`src/sv/sight_cone_test_top_macros.svh`:
```
// Assertion macros for the sight cone test block.
// Used by sight_cone_test_top; expects clk and rst in the including scope.
`ifndef SIGHT_CONE_TEST_TOP_MACROS_SVH
`define SIGHT_CONE_TEST_TOP_MACROS_SVH

`ifndef NO_ASSERTIONS
// implication checked every cycle out of reset
`define SCT_ASSERT_IMP(label, ante, cons) \
  label: assert property (@(posedge clk) disable iff (rst) (ante) |-> (cons)) \
    else $error("sight cone check failed");
// implication checked in the cycle after the antecedent
`define SCT_ASSERT_NEXT(label, ante, cons) \
  label: assert property (@(posedge clk) disable iff (rst) (ante) |=> (cons)) \
    else $error("sight cone check failed");
`else
`define SCT_ASSERT_IMP(label, ante, cons)
`define SCT_ASSERT_NEXT(label, ante, cons)
`endif

`endif

```
`src/sv/sct_pkg.sv`:
```
// Shared types and constants of the sight cone test block.
// No dependencies; imported by every module of the block.
package sct_pkg;

  // fixed field widths
  localparam int DIR_W  = 16;   // Q1.15 direction components
  localparam int COS_W  = 16;   // Q1.15 cosine
  localparam int OFF_W  = 20;   // apex back offset
  localparam int RAD_W  = 52;   // squared radii
  localparam int FRAC   = 15;   // Q.15 fraction bits
  localparam int HALF_LSB = 16384;  // one half in Q.15, for round half up
  localparam int CM2_W  = 31;   // width of cos squared magnitude
  localparam int IDX_W  = 2;    // register index width

  localparam logic [RAD_W-1:0] FAR_RESET = {RAD_W{1'b1}};

  // register indexes of the write port
  typedef enum logic [IDX_W-1:0] {
    REG_COS    = 2'd0,
    REG_OFFSET = 2'd1,
    REG_NEAR   = 2'd2,
    REG_FAR    = 2'd3
  } reg_idx_t;

  // configuration registers as seen by the datapath
  typedef struct packed {
    logic signed [COS_W-1:0] cos_half_angle;
    logic [OFF_W-1:0]        backward_offset;
    logic [RAD_W-1:0]        near_radius_sq;
    logic [RAD_W-1:0]        far_radius_sq;
  } cfg_t;

endpackage

```
`src/sv/sct_apex.sv`:
```
// Apex shift and apex-to-target vector, two pipeline stages.
// Depends on sct_pkg.
module sct_apex #(
  parameter int COORD_WIDTH = 24
) (
  input  logic                             clk,
  input  logic                             rst,
  input  logic                             in_valid,
  output logic                             in_ready,
  input  logic signed [COORD_WIDTH-1:0]    in_start [3],
  input  logic signed [sct_pkg::DIR_W-1:0] in_dir [3],
  input  logic signed [COORD_WIDTH-1:0]    in_target [3],
  input  logic [sct_pkg::OFF_W-1:0]        offset,
  output logic                             out_valid,
  input  logic                             out_ready,
  output logic signed [((COORD_WIDTH + 1 > sct_pkg::OFF_W + 1) ?
                        COORD_WIDTH + 1 : sct_pkg::OFF_W + 1):0] out_v [3],
  output logic signed [sct_pkg::DIR_W-1:0] out_dir [3]
);
  import sct_pkg::*;

  localparam int SW = COORD_WIDTH + 1;                    // target - start
  localparam int VW = ((SW > OFF_W + 1) ? SW : OFF_W + 1) + 1;
  localparam int PW = DIR_W + OFF_W + 1;                  // dir * offset, Q.15

  logic                  a_vld, b_vld;
  logic                  en_a, en_b;
  logic signed [PW-1:0]  p [3];
  logic signed [SW-1:0]  diff [3];
  logic signed [PW-1:0]  a_p [3];
  logic signed [SW-1:0]  a_diff [3];
  logic signed [DIR_W-1:0] a_dir [3];
  logic signed [PW-1:0]  q [3];
  logic signed [PW-1:0]  r [3];
  logic signed [VW-1:0]  v [3];
  logic signed [VW-1:0]  b_v [3];
  logic signed [DIR_W-1:0] b_dir [3];

  // stage enables: a stage loads when empty or when the next one moves
  assign en_b     = !b_vld || out_ready;
  assign en_a     = !a_vld || en_b;
  assign in_ready = en_a;

  // stage A: offset product and position difference
  always_comb begin
    for (int i = 0; i < 3; i++) begin
      p[i]    = PW'(in_dir[i]) * PW'($signed({1'b0, offset}));
      diff[i] = SW'(in_target[i]) - SW'(in_start[i]);
    end
  end

  always_ff @(posedge clk) begin
    if (rst) begin
      a_vld <= 1'b0;
    end else if (en_a) begin
      a_vld <= in_valid;
    end
  end

  always_ff @(posedge clk) begin
    if (en_a) begin
      a_p    <= p;
      a_diff <= diff;
      a_dir  <= in_dir;
    end
  end

  // stage B: round the shift half up to integer units and add
  always_comb begin
    for (int i = 0; i < 3; i++) begin
      q[i] = a_p[i] + PW'(HALF_LSB);
      r[i] = q[i] >>> FRAC;
      v[i] = VW'(a_diff[i]) + VW'(r[i]);
    end
  end

  always_ff @(posedge clk) begin
    if (rst) begin
      b_vld <= 1'b0;
    end else if (en_b) begin
      b_vld <= a_vld;
    end
  end

  always_ff @(posedge clk) begin
    if (en_b) begin
      b_v   <= v;
      b_dir <= a_dir;
    end
  end

  assign out_valid = b_vld;
  assign out_v     = b_v;
  assign out_dir   = b_dir;

endmodule

```
`config.mk`:
```
export PLATFORM = sky130hd
export DESIGN_NAME = sct_apex
export DESIGN_NICKNAME = d
export VERILOG_FILES = /design/src/sv/sight_cone_test_top_macros.svh /design/src/sv/sct_pkg.sv /design/src/sv/sct_apex.sv
export SDC_FILE = /design/constraint.sdc
export NUM_CORES = 2
export LEC_CHECK = 0
export CAP_MARGIN = 10
export CORE_MARGIN = 4
export CORE_UTILIZATION = 65
export CTS_BUF_LIST = sky130_fd_sc_hd__clkbuf_8
export CTS_CLUSTER_DIAMETER = 100
export DETAILED_ROUTE_END_ITERATION = 10
export DONT_BUFFER_PORTS = 1
export GPL_ROUTABILITY_DRIVEN = 0
export PLACE_DENSITY_LB_ADDON = 0.1
export SLEW_MARGIN = 20
export SYNTH_ARGS = -nofsm -noshare
export SYNTH_HDL_FRONTEND = slang
export SYNTH_SLANG_ARGS = --single-unit
```
`constraint.sdc`:
```
create_clock -name clk -period 21.1 [get_ports clk]
set_clock_uncertainty 0.1 [all_clocks]
set_input_delay 2.11 -clock clk [delete_from_list [all_inputs] [get_ports clk]]
set_output_delay 2.11 -clock clk [all_outputs]
set_load 0.005 [all_outputs]
```
# --- Yosys cells after proc, flatten, opt, wreduce, memory -nomap -nowiden ---
# Index checks and enable logic that the tools add are counted.
# W data, S select, Z words.
op_classes:
  n_addsub: 9
  mul: 3
  n_reduce_logical: 4
op_table:
  columns: ["cell", "count"]
  rows:
  - ["$add A37 B16 Y37 const B", 3]
  - ["$mul A16 B21 Y37", 3]
  - ["$add A25 B22 Y26", 3]
  - ["$sub A24 B24 Y25", 3]
  - ["$logic_not A1 Y1", 2]
  - ["$logic_or A1 B1 Y1", 2]
totals:
  ff_bits: 362
  in_bits: 216
  out_inout_bits: 128

# --- Logic depth before layout (Yosys ltp) ---
depth:
  depth_word: 3
  ltp_mapped: 25

# --- Worst setup path before layout ---
# No wires, ideal clock.
synth_path:
  path_kind: "input port to output port"
  start: "input port out_ready"
  end: "output port in_ready"
  arrival_ps: 6231
  t_required_ps: 18890
  slack_ps: 12659
  stages: 2
  path_buffers: 0
  cell_sequence: "nor2b_1 nand2_1"
synth_via:
  elab_chain_len: 2
synth_rtl:
  columns: ["element", "line_no", "rtl"]
  rows:
  - ["start, declared", "sct_apex.sv:15", "input logic out_ready,"]
  - ["$logic_or A1 B1 Y1", "sct_apex.sv:40", "assign en_b = !b_vld || out_ready;"]
  - ["$logic_or A1 B1 Y1", "sct_apex.sv:41", "assign en_a = !a_vld || en_b;"]
  - ["end, declared", "sct_apex.sv:9", "output logic in_ready,"]
# No other way between the ends.

==> impl_results.md <==
- Most common cell after layout, fill and taps aside: inv_1
- Area leader, netlist: fa_1
- Critical Path Sink Type: flip-flop
- TritonCTS Sinks: 320
- Worst-margin pin slew: 1.06 ns
- Final Hold Vio Count: 0
- Initial antenna violation count: 4
- Post-CTS Hold Buffers: 0
- H-tree levels: 2
- Post-CTS Repair Setup Buffers: 0
- Drt initial violations: 1841
- Post-synthesis async set-or-reset flop share: 0%
- Syn_area_per_cell: 9.58 um2
- Commonest non-fill, non-tap cells in the layout: inv_1 (1121), fa_1 (753), nand2_1 (591)
- Post-cts sizing count: 0
- CP max stage cell: o311ai_1
- Crit path largest cell delay: 0.57 ns
- Detailed placer's ending HPWL: 84.1 mm
- Input/output buffers: 0
- Cell Area, Placed: 0.0490 mm2
- Worst-path clk slew: 0.06 ns
- Post-synth EDFFs: 318
- Largest net degree at the start of global routing: 69
- Worst Path Arrival: 8.17 ns
- Synthesis Warnings: 0
- NetSw: 4.08 mW
- First-pass GRT wire length: 181 mm
- Pwr Density: 169 mW/mm2
- Grt ovf: 0
- HP Start: a_dir[37]$_DFFE_PP_
- R2r setup slk: 16.53 ns
- Via count: 33319
- CP Max Fanout: 48
- Ports: 344
- Fin. max-slew vios: 0
- Worst-skew pair later-pin latency: 0.69 ns
- Worst r2r src: a_p[16]$_DFFE_PP_
- Comb pwr share: 76.9%
- Area contributors post-synth: fa_1 (31%), edfxtp_1 (20%), ha_1 (14%), inv_1 (8.6%), and2_1 (5.1%)
- Lkg Pwr: 25.2 nW
- Post-synth top flop: edfxtp_1
- Final setup viols: 0
- Synth top area share: 31.1%
- Final nets: 6430
- Period utilisation layout: 37.2%
- Share of layout cells above drive strength 1: 2.07%
- MaxCap Viol Count: 0
- Remaining antenna violation count: 0
- Overall die width: 281 um
- Cells after synthesis: 5060
- Die area: 0.0790 mm2
- Initial Util: 66.0%
- Via density: 5.61
- Startpoint types: input port
- Die H: 281 um
- Worst EP required: 21.42 ns
- Yosys cell types: 69
- Clk buf depth: 3
- Post-Route WL: 111 mm
- Crit path time final: 7.85 ns
- Syn_nets: 6560
- CTS tree: done
- CP most frequent cell: fa_1
- Remaining DRCs: 0
- Core area: 0.0735 mm2
- CP Launch Point: offset[7]
- Int Pwr: 4.39 mW
- Layout fillers: 5936
- Clock Power Share: 6.5%
- Row cnt: 99
- Wire per inst: 18.7 um
- Worst relative slew slack: 28.7%
- Crit-path cells: nand2_1 -> fa_1 -> inv_1 -> fa_1 -> fa_1 -> inv_1 -> fa_1 -> inv_1 -> fa_1 -> fa_1 -> ha_1 -> a2111oi_0 -> o21ai_0 -> a21oi_1 -> o41a_1 -> o21ai_1 -> o311ai_1 -> o21ai_1 -> a21o_1 -> a21oi_1 -> xnor2_1
- RSZ-0062 raised after global routing: no
- Total track usage: 28.8%
- Register area share after synthesis: 19.8%
- Setup TNS: 0 ns
- Switch share: 48.2%
- Status: finished clean
- Seq cells post-synth: 320
- Clock Tree Root: clkbuf_8
- Worst Hold Class: flip-flop to flip-flop
- Synth Cell Area: 0.0485 mm2
- Post-route cell area: 0.0501 mm2
- Worst VDD drop: 0.000259 V
- Vias in the first global route: 35278
- Sequential Power Share: 16.6%
- CTS buffer count: 59
- Fmax achieved: 127 MHz
- DRT Pass-1 Iters: 6
- Worst Setup Path Type: input port to flip-flop
- Layout area overhead: 3.24%
## per-stage QoR
step / worst slack [ns] / hold slack (ns) / utilization (%) / std cells / power [mW]
global route: 12.97 / 0.311 / 68.1 / 5934 / 9.43
finish: 13.25 / 0.315 / 68.1 / 5935 / 8.47
CTS: 13.41 / 0.315 / 68.1 / 5932 / 8.53
floorplan: 12.66 / 0.300 / - / 5060 / 6.34
global placement: 12.81 / 0.300 / 66.7 / 5828 / 7.79
detailed placement: 12.70 / 0.305 / 66.7 / 5828 / 7.88
## cell usage after synthesis (all sizes together), types with 6 or more instances
cell,number
edfxtp,318
and2,397
and4,8
o22ai,9
nand3,54
a221oi,6
o21bai,19
o21ai,79
or3,10
fa,753
nand2b,55
a211oi,14
or2,6
ha,531
inv,1106
nor3,31
nor2b,29
o21a,39
and3,40
xor2,73
a21oi,138
nor2,174
nand4,23
xnor2,169
nand2,592
a21o,89
clkbuf,191
o211ai,8
a31oi,16
## critical path, delay by kind of cell
kind / cells / cell delay, ns
compound gates: 9 / 2.38
xor+xnor: 1 / 0.09
fa+ha+maj: 7 / 3.28
simple gates: 1 / 0.09
buf+inv: 3 / 0.15
## flip-flops by register name (all words and copies together) (netlist names)
signal / count
a_diff: 75
a_dir: 48
a_p: 69
a_vld: 1
out_dir: 48
out_v: 78
out_valid: 1
## layout make-up
| class | instances | area (um2) | share of cell area [%] |
|---|---|---|---|
| clock buffer | 60 | 826 | 1.65 |
| tap | 959 | 1200 | 2.40 |
| clock inverter | 44 | 230 | 0.460 |
| inverter | 1106 | 4160 | 8.30 |
| antenna | 3 | 7.51 | 0.0150 |
| timing repair buffer | 4 | 30.0 | 0.0600 |
| multi-input combinational | 3439 | 34000 | 68.0 |
| sequential | 320 | 9590 | 19.2 |
## power by group through the flow
stage               clock (mW)  combinational [mW]  sequential, mW
floorplan                    0                4.96            1.38
global placement             0                6.37            1.42
detailed placement           0                6.46            1.43
CTS                      0.569                6.54            1.41
global route             0.595                7.40            1.43
finish                   0.549                6.52            1.41
## layer usage
layer | share of wire (%) | GRT usage (%) | vias up
li1 | - | - | 15433
met1 | 41 | 38.5 | 16594
met2 | 49 | 49.5 | 1060
met3 | 6.6 | 4.15 | 232
met4 | 3.1 | 8.51 | 0
met5 | 0 | 0 | -
## cell families after synthesis
logic type	Yosys count	synth area share, %
AOI/OAI and AO/OA	480	6.58
xor gates and xnor gates	242	4.37
adders and majority gates	1284	44.8
buffers and inverters	1301	10.1
DFF	320	19.8
muxes	2	0.0439
and+or+nand+nor	1431	14.4
## worst paths after layout
path / cells past startpoint / end
hold / removal: 0 / out_dir[37]$_DFFE_PP_
setup / recovery: 21 / a_p[36]$_DFFE_PP_
setup reg to reg: 15 / out_v[25]$_DFFE_PP_
hold reg to reg: 0 / out_dir[37]$_DFFE_PP_
(Power assumes the default switching activity.)
